==> config.mk <==
export PLATFORM = sky130hd
export DESIGN_NAME = edit_op_record_decoder
export DESIGN_NICKNAME = d
export VERILOG_FILES = /design/src/rtl/core/erd_pkg.sv /design/src/rtl/core/edit_op_record_decoder.sv
export SDC_FILE = /design/constraint.sdc
export NUM_CORES = 1
export LEC_CHECK = 0
export CELL_PAD_IN_SITES_DETAIL_PLACEMENT = 1
export CELL_PAD_IN_SITES_GLOBAL_PLACEMENT = 1
export CORE_ASPECT_RATIO = 1.75
export CORE_MARGIN = 3
export CORE_UTILIZATION = 26
export CTS_CLUSTER_DIAMETER = 30
export CTS_CLUSTER_SIZE = 30
export DETAILED_ROUTE_END_ITERATION = 12
export DONT_BUFFER_PORTS = 1
export GPL_ROUTABILITY_DRIVEN = 0
export PLACE_DENSITY_LB_ADDON = 0.1
export SETUP_SLACK_MARGIN = 0.4
export SLEW_MARGIN = 40
export SYNTH_ARGS = -nofsm -noshare
export SYNTH_HDL_FRONTEND = slang
export SYNTH_SLANG_ARGS = --single-unit
==> constraint.sdc <==
create_clock -name clk -period 5.05 [get_ports clk]
set_input_delay 0.505 -clock clk [delete_from_list [all_inputs] [get_ports clk]]
set_output_delay 0.505 -clock clk [all_outputs]
set_load 0.005 [all_outputs]
==> src/rtl/core/erd_pkg.sv <==
package erd_pkg;

  // Default number of replica bytes in an id
  localparam int DEF_REPLICA_BYTES = 16;

  // Reset value of the expected version register
  localparam logic [7:0] DEF_EXPECTED_VERSION = 8'd1;

  // Field kinds
  localparam logic [3:0] FK_KIND      = 4'd0;
  localparam logic [3:0] FK_COUNTER   = 4'd1;
  localparam logic [3:0] FK_REPLICA   = 4'd2;
  localparam logic [3:0] FK_PCOUNTER  = 4'd3;
  localparam logic [3:0] FK_PREPLICA  = 4'd4;
  localparam logic [3:0] FK_SIDE      = 4'd5;
  localparam logic [3:0] FK_LENGTH    = 4'd6;
  localparam logic [3:0] FK_CODEPOINT = 4'd7;
  localparam logic [3:0] FK_COUNT     = 4'd8;
  localparam logic [3:0] FK_VERDICT   = 4'd9;

  // Verdict codes
  localparam logic [3:0] VC_OK         = 4'd0;
  localparam logic [3:0] VC_TRUNCATED  = 4'd1;
  localparam logic [3:0] VC_VERSION    = 4'd2;
  localparam logic [3:0] VC_KIND       = 4'd3;
  localparam logic [3:0] VC_ZERO_CTR   = 4'd4;
  localparam logic [3:0] VC_SIDE       = 4'd5;
  localparam logic [3:0] VC_ZERO_LEN   = 4'd6;
  localparam logic [3:0] VC_RANGE      = 4'd7;
  localparam logic [3:0] VC_SURROGATE  = 4'd8;
  localparam logic [3:0] VC_ZERO_COUNT = 4'd9;
  localparam logic [3:0] VC_TRAILING   = 4'd10;

  // Code point limits
  localparam logic [31:0] CP_MAX        = 32'h0010_FFFF;
  localparam logic [31:0] CP_SURR_FIRST = 32'h0000_D800;
  localparam logic [31:0] CP_SURR_LAST  = 32'h0000_DFFF;

  typedef struct packed {
    logic [7:0] data_byte;
    logic       end_of_payload;
  } in_item_t;

  typedef struct packed {
    logic [3:0]  field_kind;
    logic [63:0] field_value;
    logic [3:0]  verdict_code;
    logic        record_end;
  } out_item_t;

endpackage

==> src/rtl/core/edit_op_record_decoder.sv <==
// Channel  Direction  Handshake              Beat
// in       in         in_valid / in_ready    one payload byte and end flag
// out      out        out_valid / out_ready  one decoded field or verdict
// cfg      in         cfg_valid / cfg_ready  expected version byte
//
// One byte is parsed in the cycle it is accepted; its results go into a
// four-entry result queue and leave on out from there, one per beat.
// A byte giving a field and a verdict takes two output beats; in_ready
// stays high while the queue has at least two free entries, so a byte a cycle runs
// when the consumer keeps up. cfg_ready is always high.
// Reset clears the parse state and the queue and sets the version to 1.
module edit_op_record_decoder
  import erd_pkg::*;
#(
  parameter int REPLICA_BYTES = DEF_REPLICA_BYTES
) (
  input  logic       clk,
  input  logic       rst,
  input  logic       in_valid,
  output logic       in_ready,
  input  in_item_t   in_data,
  output logic       out_valid,
  input  logic       out_ready,
  output out_item_t  out_data,
  input  logic       cfg_valid,
  output logic       cfg_ready,
  input  logic [7:0] cfg_data
);

  // Parse phases
  localparam logic [3:0] PH_VERSION  = 4'd0;
  localparam logic [3:0] PH_KIND     = 4'd1;
  localparam logic [3:0] PH_COUNTER  = 4'd2;
  localparam logic [3:0] PH_REPLICA  = 4'd3;
  localparam logic [3:0] PH_PCOUNTER = 4'd4;
  localparam logic [3:0] PH_PREPLICA = 4'd5;
  localparam logic [3:0] PH_SIDE     = 4'd6;
  localparam logic [3:0] PH_LENGTH   = 4'd7;
  localparam logic [3:0] PH_CHARS    = 4'd8;
  localparam logic [3:0] PH_COUNT    = 4'd9;
  localparam logic [3:0] PH_DONE     = 4'd10;

  // Byte counter spans the longest field
  localparam int MAXF = (REPLICA_BYTES > 8) ? REPLICA_BYTES : 8;
  localparam int BW   = $clog2(MAXF);
  localparam logic [BW:0] REP_N  = (BW+1)'(REPLICA_BYTES);
  localparam logic [BW:0] WORD_N = (BW+1)'(8);
  localparam logic [BW:0] HALF_N = (BW+1)'(4);

  // Parse state
  logic [7:0]    expected_version;
  logic [3:0]    parse_phase,       parse_phase_next;
  logic [BW-1:0] byte_in_field,     byte_in_field_next;
  logic [63:0]   field_accumulator, field_accumulator_next;
  logic          record_is_delete,  record_is_delete_next;
  logic [31:0]   chars_remaining,   chars_remaining_next;
  logic [3:0]    first_error,       first_error_next;
  logic          has_failed,        has_failed_next;

  // Result queue
  out_item_t     queue [4];
  logic [1:0]    wr_ptr;
  logic [1:0]    rd_ptr;
  logic [2:0]    count;

  logic          in_fire;
  logic          out_fire;
  logic [7:0]    b;
  logic          last;

  // Gather helpers
  logic [BW:0]   bif_inc;
  logic [63:0]   acc_g;
  logic [31:0]   cp;
  logic [31:0]   chars_dec;

  logic          fld_valid;
  logic [3:0]    fld_kind;
  logic [63:0]   fld_value;
  logic [3:0]    verdict;
  out_item_t     ent0, ent1;
  logic [1:0]    push_cnt;

  assign cfg_ready = 1'b1;
  assign in_ready  = (count <= 3'd2);
  assign in_fire   = in_valid & in_ready;
  assign out_valid = (count != 3'd0);
  assign out_fire  = out_valid & out_ready;
  assign out_data  = queue[rd_ptr];

  assign b    = in_data.data_byte;
  assign last = in_data.end_of_payload;

  // Little-endian byte insert into the accumulator
  always_comb begin
    bif_inc = {1'b0, byte_in_field} + (BW+1)'(1);
    acc_g   = ((byte_in_field == '0) ? 64'd0 : field_accumulator)
              | ({56'd0, b} << {byte_in_field[2:0], 3'b000});
    cp        = acc_g[31:0];
    chars_dec = (chars_remaining != 32'd0) ? chars_remaining - 32'd1 : chars_remaining;
  end

  // Phase step for one byte
  always_comb begin
    parse_phase_next       = parse_phase;
    byte_in_field_next     = byte_in_field;
    field_accumulator_next = field_accumulator;
    record_is_delete_next  = record_is_delete;
    chars_remaining_next   = chars_remaining;
    first_error_next       = first_error;
    has_failed_next        = has_failed;
    fld_valid              = 1'b0;
    fld_kind               = FK_KIND;
    fld_value              = 64'd0;

    if (!has_failed) begin
      unique case (parse_phase) inside
        PH_VERSION: begin
          if (b != expected_version) begin
            first_error_next = VC_VERSION;
            has_failed_next  = 1'b1;
          end else begin
            parse_phase_next = PH_KIND;
          end
        end
        PH_KIND: begin
          if (b > 8'd1) begin
            first_error_next = VC_KIND;
            has_failed_next  = 1'b1;
          end else begin
            record_is_delete_next = b[0];
            fld_valid             = 1'b1;
            fld_kind              = FK_KIND;
            fld_value             = {56'd0, b};
            parse_phase_next      = PH_COUNTER;
            byte_in_field_next    = '0;
          end
        end
        PH_COUNTER, PH_PCOUNTER: begin
          field_accumulator_next = acc_g;
          if (bif_inc >= WORD_N) begin
            byte_in_field_next = '0;
            if (parse_phase == PH_PCOUNTER) begin
              fld_valid        = 1'b1;
              fld_kind         = FK_PCOUNTER;
              fld_value        = acc_g;
              parse_phase_next = PH_PREPLICA;
            end else if (acc_g == 64'd0) begin
              first_error_next = VC_ZERO_CTR;
              has_failed_next  = 1'b1;
            end else begin
              fld_valid        = 1'b1;
              fld_kind         = FK_COUNTER;
              fld_value        = acc_g;
              parse_phase_next = PH_REPLICA;
            end
          end else begin
            byte_in_field_next = bif_inc[BW-1:0];
          end
        end
        PH_REPLICA, PH_PREPLICA: begin
          fld_valid = 1'b1;
          fld_kind  = (parse_phase == PH_REPLICA) ? FK_REPLICA : FK_PREPLICA;
          fld_value = {56'd0, b};
          if (bif_inc >= REP_N) begin
            byte_in_field_next = '0;
            if (parse_phase == PH_PREPLICA)
              parse_phase_next = PH_SIDE;
            else
              parse_phase_next = record_is_delete ? PH_COUNT : PH_PCOUNTER;
          end else begin
            byte_in_field_next = bif_inc[BW-1:0];
          end
        end
        PH_SIDE: begin
          if (b > 8'd1) begin
            first_error_next = VC_SIDE;
            has_failed_next  = 1'b1;
          end else begin
            fld_valid          = 1'b1;
            fld_kind           = FK_SIDE;
            fld_value          = {56'd0, b};
            parse_phase_next   = PH_LENGTH;
            byte_in_field_next = '0;
          end
        end
        PH_LENGTH, PH_CHARS, PH_COUNT: begin
          field_accumulator_next = acc_g;
          if (bif_inc >= HALF_N) begin
            byte_in_field_next = '0;
            if (parse_phase == PH_LENGTH) begin
              if (cp == 32'd0) begin
                first_error_next = VC_ZERO_LEN;
                has_failed_next  = 1'b1;
              end else begin
                chars_remaining_next = cp;
                fld_valid            = 1'b1;
                fld_kind             = FK_LENGTH;
                fld_value            = {32'd0, cp};
                parse_phase_next     = PH_CHARS;
              end
            end else if (parse_phase == PH_COUNT) begin
              if (cp == 32'd0) begin
                first_error_next = VC_ZERO_COUNT;
                has_failed_next  = 1'b1;
              end else begin
                fld_valid        = 1'b1;
                fld_kind         = FK_COUNT;
                fld_value        = {32'd0, cp};
                parse_phase_next = PH_DONE;
              end
            end else if (cp > CP_MAX) begin
              first_error_next = VC_RANGE;
              has_failed_next  = 1'b1;
            end else if (cp >= CP_SURR_FIRST && cp <= CP_SURR_LAST) begin
              first_error_next = VC_SURROGATE;
              has_failed_next  = 1'b1;
            end else begin
              fld_valid            = 1'b1;
              fld_kind             = FK_CODEPOINT;
              fld_value            = {32'd0, cp};
              chars_remaining_next = chars_dec;
              if (chars_dec == 32'd0)
                parse_phase_next = PH_DONE;
            end
          end else begin
            byte_in_field_next = bif_inc[BW-1:0];
          end
        end
        // Complete record, or an impossible phase: any more bytes trail
        default: begin
          first_error_next = VC_TRAILING;
          has_failed_next  = 1'b1;
        end
      endcase
    end

    // Verdict from the state this byte leaves
    if (has_failed_next)
      verdict = first_error_next;
    else if (parse_phase_next >= PH_DONE)
      verdict = VC_OK;
    else
      verdict = VC_TRUNCATED;

    // Final byte closes the payload
    if (last) begin
      parse_phase_next       = PH_VERSION;
      byte_in_field_next     = '0;
      field_accumulator_next = 64'd0;
      record_is_delete_next  = 1'b0;
      chars_remaining_next   = 32'd0;
      first_error_next       = VC_OK;
      has_failed_next        = 1'b0;
    end
  end

  // Queue entries for this byte: field first, then verdict
  always_comb begin
    out_item_t fld_item;
    out_item_t vrd_item;
    fld_item.field_kind   = fld_kind;
    fld_item.field_value  = fld_value;
    fld_item.verdict_code = VC_OK;
    fld_item.record_end   = 1'b0;
    vrd_item.field_kind   = FK_VERDICT;
    vrd_item.field_value  = 64'd0;
    vrd_item.verdict_code = verdict;
    vrd_item.record_end   = 1'b1;
    ent0     = fld_valid ? fld_item : vrd_item;
    ent1     = vrd_item;
    push_cnt = in_fire ? ({1'b0, fld_valid} + {1'b0, last}) : 2'd0;
  end

  // Parse state and configuration registers
  always_ff @(posedge clk) begin
    if (rst) begin
      expected_version  <= DEF_EXPECTED_VERSION;
      parse_phase       <= PH_VERSION;
      byte_in_field     <= '0;
      field_accumulator <= 64'd0;
      record_is_delete  <= 1'b0;
      chars_remaining   <= 32'd0;
      first_error       <= VC_OK;
      has_failed        <= 1'b0;
    end else begin
      if (cfg_valid) begin
        expected_version <= cfg_data;
      end
      if (in_fire) begin
        parse_phase       <= parse_phase_next;
        byte_in_field     <= byte_in_field_next;
        field_accumulator <= field_accumulator_next;
        record_is_delete  <= record_is_delete_next;
        chars_remaining   <= chars_remaining_next;
        first_error       <= first_error_next;
        has_failed        <= has_failed_next;
      end
    end
  end

  // Queue storage
  always_ff @(posedge clk) begin
    if (push_cnt != 2'd0) begin
      queue[wr_ptr] <= ent0;
    end
    if (push_cnt == 2'd2) begin
      queue[wr_ptr + 2'd1] <= ent1;
    end
  end

  // Queue pointers
  always_ff @(posedge clk) begin
    if (rst) begin
      wr_ptr <= 2'd0;
      rd_ptr <= 2'd0;
      count  <= 3'd0;
    end else begin
      wr_ptr <= wr_ptr + push_cnt;
      if (out_fire) begin
        rd_ptr <= rd_ptr + 2'd1;
      end
      count <= count + {1'b0, push_cnt} - {2'd0, out_fire};
    end
  end

endmodule

-- Word level (Yosys, flattened, before mapping)
Memory sizes are Yosys's and may differ from the RTL's. A register that Yosys moved wholly into a read port is not among the register bits.
Cells that the tools add are included.
- bits in registers: 125
- memory bits (writable): 292
- bits of input ports: 22
- output and inout port bits: 76
- logic and storage cells: 197
- memories kept: 1
- add/sub/neg operators: 8
- magnitude comparators: 9
- equal/unequal tests: 18
- shifts and indexed selects: 1
- multiplexer cells: 123
- bitwise operators: 3
- reduce and logical (&&, ||, !) cells: 23
- memory list (name ; words ; bits a word ; read ports ; clocked after Yosys merged registers in ; write ports ; RTL line ; source):
    queue ; 4 ; 73 ; 1 ; 1 ; 2 ; edit_op_record_decoder.sv:61 ; out_item_t queue [4];
- operator list (cell ; count):
    64-bit 2-to-1 mux ; 11
    32-bit 2-to-1 mux ; 13
    64-bit one-hot mux with 4 select lines ; 1
    4-bit 2-to-1 mux ; 48
    73-bit 2-to-1 mux ; 1
    32-bit zero test ; 2
    64-bit zero test ; 1
    64-bit OR ; 1
    8-bit by 6-bit << shifter with 64-bit output ; 1
    4-bit one-hot mux with 6 select lines ; 2
    1-bit 2-to-1 mux ; 34
    32-bit by 16-bit >= comparator with 1-bit output, second input constant ; 1
    32-bit by 21-bit > comparator with 1-bit output, second input constant ; 1
    32-bit by 16-bit <= comparator with 1-bit output, second input constant ; 1
    4-bit one-hot mux with 4 select lines ; 2
    32-bit nonzero test ; 1
    32-bit by 1-bit subtractor with 32-bit output, second input constant ; 1
    4-bit by 3-bit equality test with 1-bit output, second input constant ; 4
    3-bit 2-to-1 mux ; 5
    3-bit inequality test, second input constant ; 5
    2-bit nonzero test ; 5
    4-bit by 2-bit equality test with 1-bit output, second input constant ; 2
    4-bit equality test, second input constant ; 2
    8-bit by 1-bit > comparator with 1-bit output, second input constant ; 1
    30 further kinds ; 39

-- Logic depth before layout (Yosys ltp)
Gate-level depths: netlist (run 1).
- depth after elaboration: 17
- depth in mapped cells: 23
- mapped depth without buffers: 20

-- Worst setup path before layout (run 1)
No wires, ideal clock.
- kind: register to register
- start: register byte_in_field[0]
- end: register count[2]
- setup time: 128 ps
- arrival: 4357 ps
- data required time: 4922 ps
- path slack: 566 ps
- cell stages (with the launch flop): 24
- path buffers: 3
- period minus slack after synthesis: 4484 ps
- cell sequence: dfxtp_1 > clkbuf_1 > inv_1 > ha_1 > or3b_1 > buf_2 > a22oi_2 > o211a_1 > nand4_1 > o31ai_4 > o21ai_2 > o21ai_2 > inv_2 > buf_6 > ha_1 > nand2_1 > ha_1 > inv_1 > ha_1 > inv_1 > fa_1 > xnor2_1 > xnor2_1 > nor2_1
- word-level cells in the longest chain between the ends: 16
- elaborated cells on any way between the ends: 28
- those cells by class: add/sub (4); order compare (5); shift (1); mux (13); bitwise (1); reduce/logical (4)
- ends and longest elaborated chain (item ; RTL line ; source):
    start: declaration ; edit_op_record_decoder.sv:53 ; logic [BW-1:0] byte_in_field, byte_in_field_next;
    start signal: assignment ; edit_op_record_decoder.sv:292 ; byte_in_field <= byte_in_field_next;
    branches (longest 10 deep; another with 32-bit by 16-bit >= comparator with 1-bit output) ; - ;
    1-bit one-hot mux with 4 select lines * ; edit_op_record_decoder.sv:117 ; unique case (parse_phase) inside
    1-bit 2-to-1 mux * ; edit_op_record_decoder.sv:116 ; if (!has_failed) begin
    1-bit by 1-bit adder with 2-bit output * ; edit_op_record_decoder.sv:272 ; push_cnt = in_fire ? ({1'b0, fld_valid} + {1'b0, last}) : 2'd0;
    2-bit 2-to-1 mux * ; edit_op_record_decoder.sv:272 ;
    3-bit by 2-bit adder with 3-bit output * ; edit_op_record_decoder.sv:323 ; count <= count + {1'b0, push_cnt} - {2'd0, out_fire};
    3-bit by 1-bit subtractor with 3-bit output * ; edit_op_record_decoder.sv:323 ;
    end signal: assignment ; edit_op_record_decoder.sv:323 ;
    end: declaration ; edit_op_record_decoder.sv:64 ; logic [2:0] count;
Mark *: on every way between the ends.
A chain may end at the register's enable or synchronous reset.

-- Worst setup path after layout (run 1)
Ends and elaborated chain as after synthesis.

==> results.sh, run 1 <==
export IMPL_status="completed"
export IMPL_synth_async_sr_flop_share_pct=0
export IMPL_dr_wl_met3_um=3190
export IMPL_syn_area_mm2=0.0192
export IMPL_r2r_start="byte_in_field[0]"
export IMPL_finalHoldViolations=0
export IMPL_arrival_ns=4.90
export IMPL_whs_ns=0.0388
export IMPL_grt_pass1_vias=18500
export IMPL_cp_start_kind="flop"
export IMPL_r2r_end="count[2]"
export IMPL_rsz0062_at_grt="no"
export IMPL_grt_usage_pct=21.3
export IMPL_synth_top_flop_cell="dfxtp_1"
export IMPL_wire_per_inst_um=26.0
export IMPL_ff2ff_path_depth=20
export IMPL_power_switching_uw=5580
export IMPL_hold_depth=2
export IMPL_clkTransAtPathRegs_ns=0.05
export IMPL_ir_drop_mv=0.496
export IMPL_synth_nets=2208
export IMPL_drive_gt1_share_pct=17.4
export IMPL_cts_tree="yes"
export IMPL_antenna_found_initial=3
export IMPL_portBuffers=0
export IMPL_fmax_ghz=0.228
export IMPL_fp_dieW_um=212
export IMPL_hold_end="expected_version[2]"
export IMPL_setup_viol=0
export IMPL_p_sw_share_pct=37.0
export IMPL_p_leak_uw=0.00835
export IMPL_cts_sink_count=419
export IMPL_combPwrFrac_pct=34.9
export IMPL_die_area_mm2=0.0774
export IMPL_drt_first_pass_iters=4
export IMPL_synth_avg_cell_area_um2=8.83
export IMPL_h_tree_depth=3
export IMPL_p_int_uw=9520
export IMPL_slew_headroom_pct=43.2
export IMPL_dpl_instance_area_mm2=0.0205
export IMPL_ys_warn_count=0
export IMPL_finClkSkew_ns=0.0484
export IMPL_critPathMaxFanout=32
export IMPL_setup_tns_ns=0
export IMPL_cts_buffer_depth=3
export IMPL_cts_root_buf="clkbuf_16"
export IMPL_remaining_drc_errors=0
export IMPL_grt_max_degree=122
export IMPL_rows=131
export IMPL_ys_types=93
export IMPL_grt_pass1_wl_um=124000
export IMPL_max_cap_viol_count=0
export IMPL_slew_viol_final=0
export IMPL_nets=2227
export IMPL_ant_nets=0
export IMPL_highest_layer="met5"
export IMPL_worstPathRequired_ns=5.56
export IMPL_hold_class="in -> reg"
export IMPL_initial_core_util_pct=26.3
export IMPL_drt_vias_per_instance=5.38
export IMPL_cts_made_buffers=89
export IMPL_synth_edff_count=16
export IMPL_rrSetupSlack_ns=0.66
export IMPL_yosysSeqAreaShare_pct=44.5
export IMPL_worstMarginPinSlew_ns=0.851
export IMPL_drt_met1_wl_um=30400
export IMPL_fin_crit_sh_pct=87.0
export IMPL_clock_power_share_pct=40.7
export IMPL_vias=17200
export IMPL_ios=98
export IMPL_final_cell_area_mm2=0.0239
export IMPL_netlist_instances=2177
export IMPL_coreArea_mm2=0.0731
export IMPL_wirelength_um=83300
export IMPL_worstSetupPathType="reg -> reg"
export IMPL_die_h_um=366
export IMPL_insertion_delay_ns=0.66
export IMPL_power_density_mw_per_mm2=631
export IMPL_area_growth_pct=24.4
export IMPL_period_needed_ns=4.39
export IMPL_grt_overflow=0
export IMPL_end_kind="flop"
export IMPL_worstHoldStart="cfg_data[2]"
export IMPL_dp_slack_ns=0.203
export IMPL_seqPwrFrac_pct=24.5
export IMPL_route_met2_wl_um=44900
export IMPL_p_total_uw=15100
export IMPL_drt_iter0_drc=705
export IMPL_dpl_hpwl_um=56900
export IMPL_setup_slack_ns=0.656
export IMPL_synth_seq_cells=419
-- cells in the mapped netlist (all sizes together) (11+ instances only) --
| cell | n | area (µm²) |
|---|---|---|
| nor3 | 104 | 552 |
| inv | 25 | 93.8 |
| a2111oi | 16 | 165 |
| or4 | 18 | 143 |
| a22o | 33 | 289 |
| nand2 | 315 | 1180 |
| nor2 | 200 | 761 |
| a211oi | 13 | 103 |
| dfxtp | 403 | 8070 |
| or3 | 18 | 123 |
| a22oi | 64 | 495 |
| mux4 | 73 | 1640 |
| o21ai | 284 | 1460 |
| nor4 | 33 | 219 |
| a21oi | 136 | 688 |
| mux2i | 14 | 140 |
| clkbuf | 130 | 488 |
| nand4 | 15 | 93.8 |
| and2 | 14 | 90.1 |
| nand3 | 17 | 97.6 |
| edfxtp | 16 | 480 |
| nor2b | 11 | 68.8 |
| buf | 47 | 241 |
| xor2 | 12 | 105 |
-- logic make-up after synthesis --
| group | count (synthesis) | synth area share, % |
|---|---|---|
| compound gates | 645 | 21.1 |
| xor+xnor | 21 | 0.957 |
| fa+ha+maj | 9 | 0.625 |
| buf+inv | 202 | 4.28 |
| flops | 419 | 44.5 |
| mux | 88 | 9.34 |
| other cells | 1 | 0.0195 |
| simple gates | 792 | 19.2 |
-- worst max-delay path, stage by stage (launching register included) --
cell and delay, ns:
dfxtp_1 0.30, inv_1 0.08, ha_1 0.16, or3b_4 0.45, buf_12 0.20, a2111oi_4 0.45
nand3_4 0.14, o31ai_4 0.27, o21ai_2 0.12, o21ai_4 0.23, inv_4 0.14, ha_4 0.30
nand2_1 0.08, ha_1 0.31, inv_1 0.05, ha_1 0.13, inv_1 0.05, fa_1 0.40
xnor2_2 0.16, xnor2_1 0.16, nor2_1 0.05
-- layer usage --
layer  vias to the layer above  GRT usage, %
met5                         -             0
met4                         2          11.7
met3                       189          3.81
met2                       365          40.0
met1                      8680          22.1
li1                       8003             -
-- power by group through the flow --
stage / Sequential, µW / Combinational, µW / Clock [µW]
2_1_floorplan: 3630 / 3540 / 0
5_1_grt: 3720 / 5770 / 6460
6_report: 3700 / 5260 / 6140
4_1_cts: 3700 / 5280 / 6290
3_3_place_gp: 3860 / 5060 / 0
3_5_place_dp: 3760 / 5230 / 0
-- metrics by stage --
stage                     instances  util (%)
after floorplan                2177         -
after global placement         3011      27.8
after detailed placement       3022      28.0
after CTS                      3196      32.6
after global routing           3202      32.7
final                          3204      32.7
-- sequential cells by signal, summed over array words and instances (netlist names), named ones only --
register and count:
chars_remaining 32, record_is_delete 1, has_failed 1, wr_ptr 2
byte_in_field 4, count 3, queue 292, parse_phase 4
expected_version 8, rd_ptr 2, field_accumulator 64, first_error 4
-- cell usage in the layout (no fill, tap or decap), drive strengths merged, types with 8 or more instances in the layout --
cell	instances
dfxtp	403
nand2	315
o21ai	284
nor2	200
a21oi	136
clkbuf	124
nor3	104
buf	97
mux4	73
a22oi	64
a22o	33
nor4	33
inv	28
clkinv	20
or3	18
or4	18
nand3	17
edfxtp	16
a2111oi	16
nand4	15
mux2i	14
and2	14
a211oi	13
xor2	12
nor2b	11
o22a	10
bufinv	10
a21o	9
xnor2	9
or2	8
clkinvlp	8
dlygate4sd3	8
a31oi	8
ha	8
-- worst max path at each step --
stage	startpoint	to	slack, ns	cells after the start
after global routing	byte_in_field[0]	queue[2][26]	0.47	18
after floorplan	byte_in_field[0]	count[2]	0.57	23
after global placement	field_accumulator[10]	count[2]	0.30	18
after CTS	field_accumulator[10]	count[2]	0.43	18
after detailed placement	field_accumulator[11]	queue[2][31]	0.20	16
final	byte_in_field[0]	count[2]	0.66	20
-- what timing repair did --
action / in CTS / in global routing
buffers inserted: 0 / 5
hold buffers: 9 / 0
endpoints found under the hold margin: 123 / 0
gates resized for setup: 2 / 9
setup endpoints to repair: 165 / 176
pin swaps: 0 / 2
-- cell type report --
cell class,count,area (µm²)
inverters,25,96.3
diodes,3,7.51
fillers,8321,49200
multi-input cells,1556,9990
well taps,931,1160
clock inverters,41,621
clock buffers,124,2600
repair buffers,105,873
flip-flops and latches,419,8560
No activity file was read; power rests on OpenSTA's default activity.
==> inputs of run 2 (changes only) <==
CAP_MARGIN = 10   (was unset)
RECOVER_POWER = 50   (was unset)
SKIP_CTS_REPAIR_TIMING = 1   (was unset)
==> results.sh, run 2 (synthesized netlist as in run 1, its figures left out) <==
export IMPL_die_h_um=366
export IMPL_ios=98
export IMPL_cts_made_buffers=89
export IMPL_drt_iter0_drc=785
export IMPL_drt_vias_per_instance=5.39
export IMPL_finalHoldViolations=0
export IMPL_wire_per_inst_um=26.2
export IMPL_worstSetupPathType="reg -> reg"
export IMPL_wirelength_um=83800
export IMPL_reg_largest_list="queue (292), field_accumulator (64), chars_remaining (32)"
export IMPL_max_cap_viol_count=1
export IMPL_p_leak_uw=0.00833
export IMPL_insertion_delay_ns=0.66
export IMPL_antenna_found_initial=3
export IMPL_power_density_mw_per_mm2=633
export IMPL_largest_reg_flops=292
export IMPL_grt_pass1_wl_um=123000
export IMPL_cts_buffer_depth=3
export IMPL_worstMarginPinSlew_ns=1.64
export IMPL_nFillCells=8336
export IMPL_regMostFlops="queue"
export IMPL_initial_core_util_pct=26.3
export IMPL_die_area_mm2=0.0774
export IMPL_vias=17300
export IMPL_cts_sink_count=419
export IMPL_ir_drop_mv=0.494
export IMPL_cp_start_kind="flop"
export IMPL_cts_tree="yes"
export IMPL_end_kind="flop"
export IMPL_grt_pass1_vias=18500
export IMPL_period_needed_ns=4.54
export IMPL_grt_overflow=0
export IMPL_remaining_drc_errors=0
export IMPL_h_tree_depth=3
export IMPL_dpl_hpwl_um=56900
export IMPL_grt_usage_pct=21.2
export IMPL_cts_root_buf="clkbuf_16"
export IMPL_dpl_instance_area_mm2=0.0205
export IMPL_violations="max-capacitance violations, max-slew violations"
export IMPL_hold_class="in -> reg"
export IMPL_coreArea_mm2=0.0731
export IMPL_fin_crit_sh_pct=89.9
export IMPL_drt_first_pass_iters=5
export IMPL_nets=2224
export IMPL_setup_viol=0
export IMPL_final_cell_area_mm2=0.0238
export IMPL_fp_dieW_um=212
export IMPL_status="finished with violations"
export IMPL_rows=131
export IMPL_rsz0062_at_grt="no"
export IMPL_slew_headroom_pct=-9.16
export IMPL_setup_tns_ns=0
export IMPL_area_growth_pct=23.9
export IMPL_drive_gt1_share_pct=16.8
export IMPL_portBuffers=0
export IMPL_clkTransAtPathRegs_ns=0.05
export IMPL_ant_nets=0
export IMPL_critPathMaxFanout=32
export IMPL_worstPathRequired_ns=5.58
export IMPL_layout_common_cells="dfxtp_1, nand2_1, o21ai_0"
export IMPL_grt_max_degree=129
export IMPL_slew_viol_final=23
export IMPL_fmax_ghz=0.220
export IMPL_finClkSkew_ns=0.0476
export IMPL_final_common_cell="dfxtp_1"
export IMPL_arrival_ns=5.07
==> run 2: cell count changes in the layout (fill, tap and decap cells not counted), sizes merged <==
| cell | delta |
|---|---|
| dlygate4sd3 | -5 |
| buf | -10 |
| clkbuf | +12 |
==> run 2: through the flow <==
stage / utilization, % / instances / setup WS, ns / hold WS (ns) / total power (µW)
after floorplan: - / 2177 / 0.566 / 0.420 / 7180
after global placement: 27.8 / 3011 / 0.296 / 0.428 / 8920
after detailed placement: 28.0 / 3022 / 0.203 / 0.436 / 8990
after CTS: 32.4 / 3187 / 0.193 / -0.0778 / 15200
after global routing: 32.6 / 3199 / 0.272 / 0.0231 / 15900
final: 32.6 / 3201 / 0.510 / 0.0210 / 15100
==> run 2: where the power goes <==
group,switching (µW),internal [µW]
logic,3340,1900
clock network,2020,4120
registers,212,3480
==> run 2: layer usage <==
metal | global-route usage, % | wire length [µm]
met5 | 0 | 11
met4 | 11.9 | 4900
met3 | 3.83 | 3220
met2 | 39.5 | 45100
met1 | 21.9 | 30600
==> run 2: worst paths after layout <==
| check | startpoint | to | slack, ns | depth (start not counted) |
|---|---|---|---|---|
| max | byte_in_field[0] | count[2] | 0.51 | 20 |
| max reg2reg | byte_in_field[0] | count[2] | 0.51 | 20 |
| min reg2reg | queue[0][52] | queue[0][52] | 0.44 | 2 |
| min | cfg_data[7] | expected_version[7] | 0.02 | 2 |
==> run 2: area by class of cell <==
class / count / area, µm² / share of cell area, %
Timing Repair Buffer: 102 / 836 / 3.51
Clock inverter: 41 / 621 / 2.61
Antenna cell: 3 / 7.51 / 0.0315
Tap cell: 931 / 1160 / 4.89
Sequential cell: 419 / 8550 / 35.9
Multi-Input combinational cell: 1556 / 9930 / 41.7
Clock buffer: 124 / 2600 / 10.9
Inverter: 25 / 96.3 / 0.405
==> run 2: critical path, stage by stage (launching register included) <==
cell	delay [ns]
dfxtp_1	0.30
inv_1	0.08
ha_1	0.16
or3b_1	0.51
buf_12	0.24
a2111oi_4	0.39
nand3_1	0.23
o31ai_4	0.29
o21ai_2	0.12
o21ai_4	0.26
inv_4	0.13
ha_4	0.30
nand2_1	0.09
ha_1	0.31
inv_1	0.06
ha_1	0.13
inv_1	0.05
fa_1	0.40
xnor2_2	0.16
xnor2_1	0.16
nor2_1	0.05
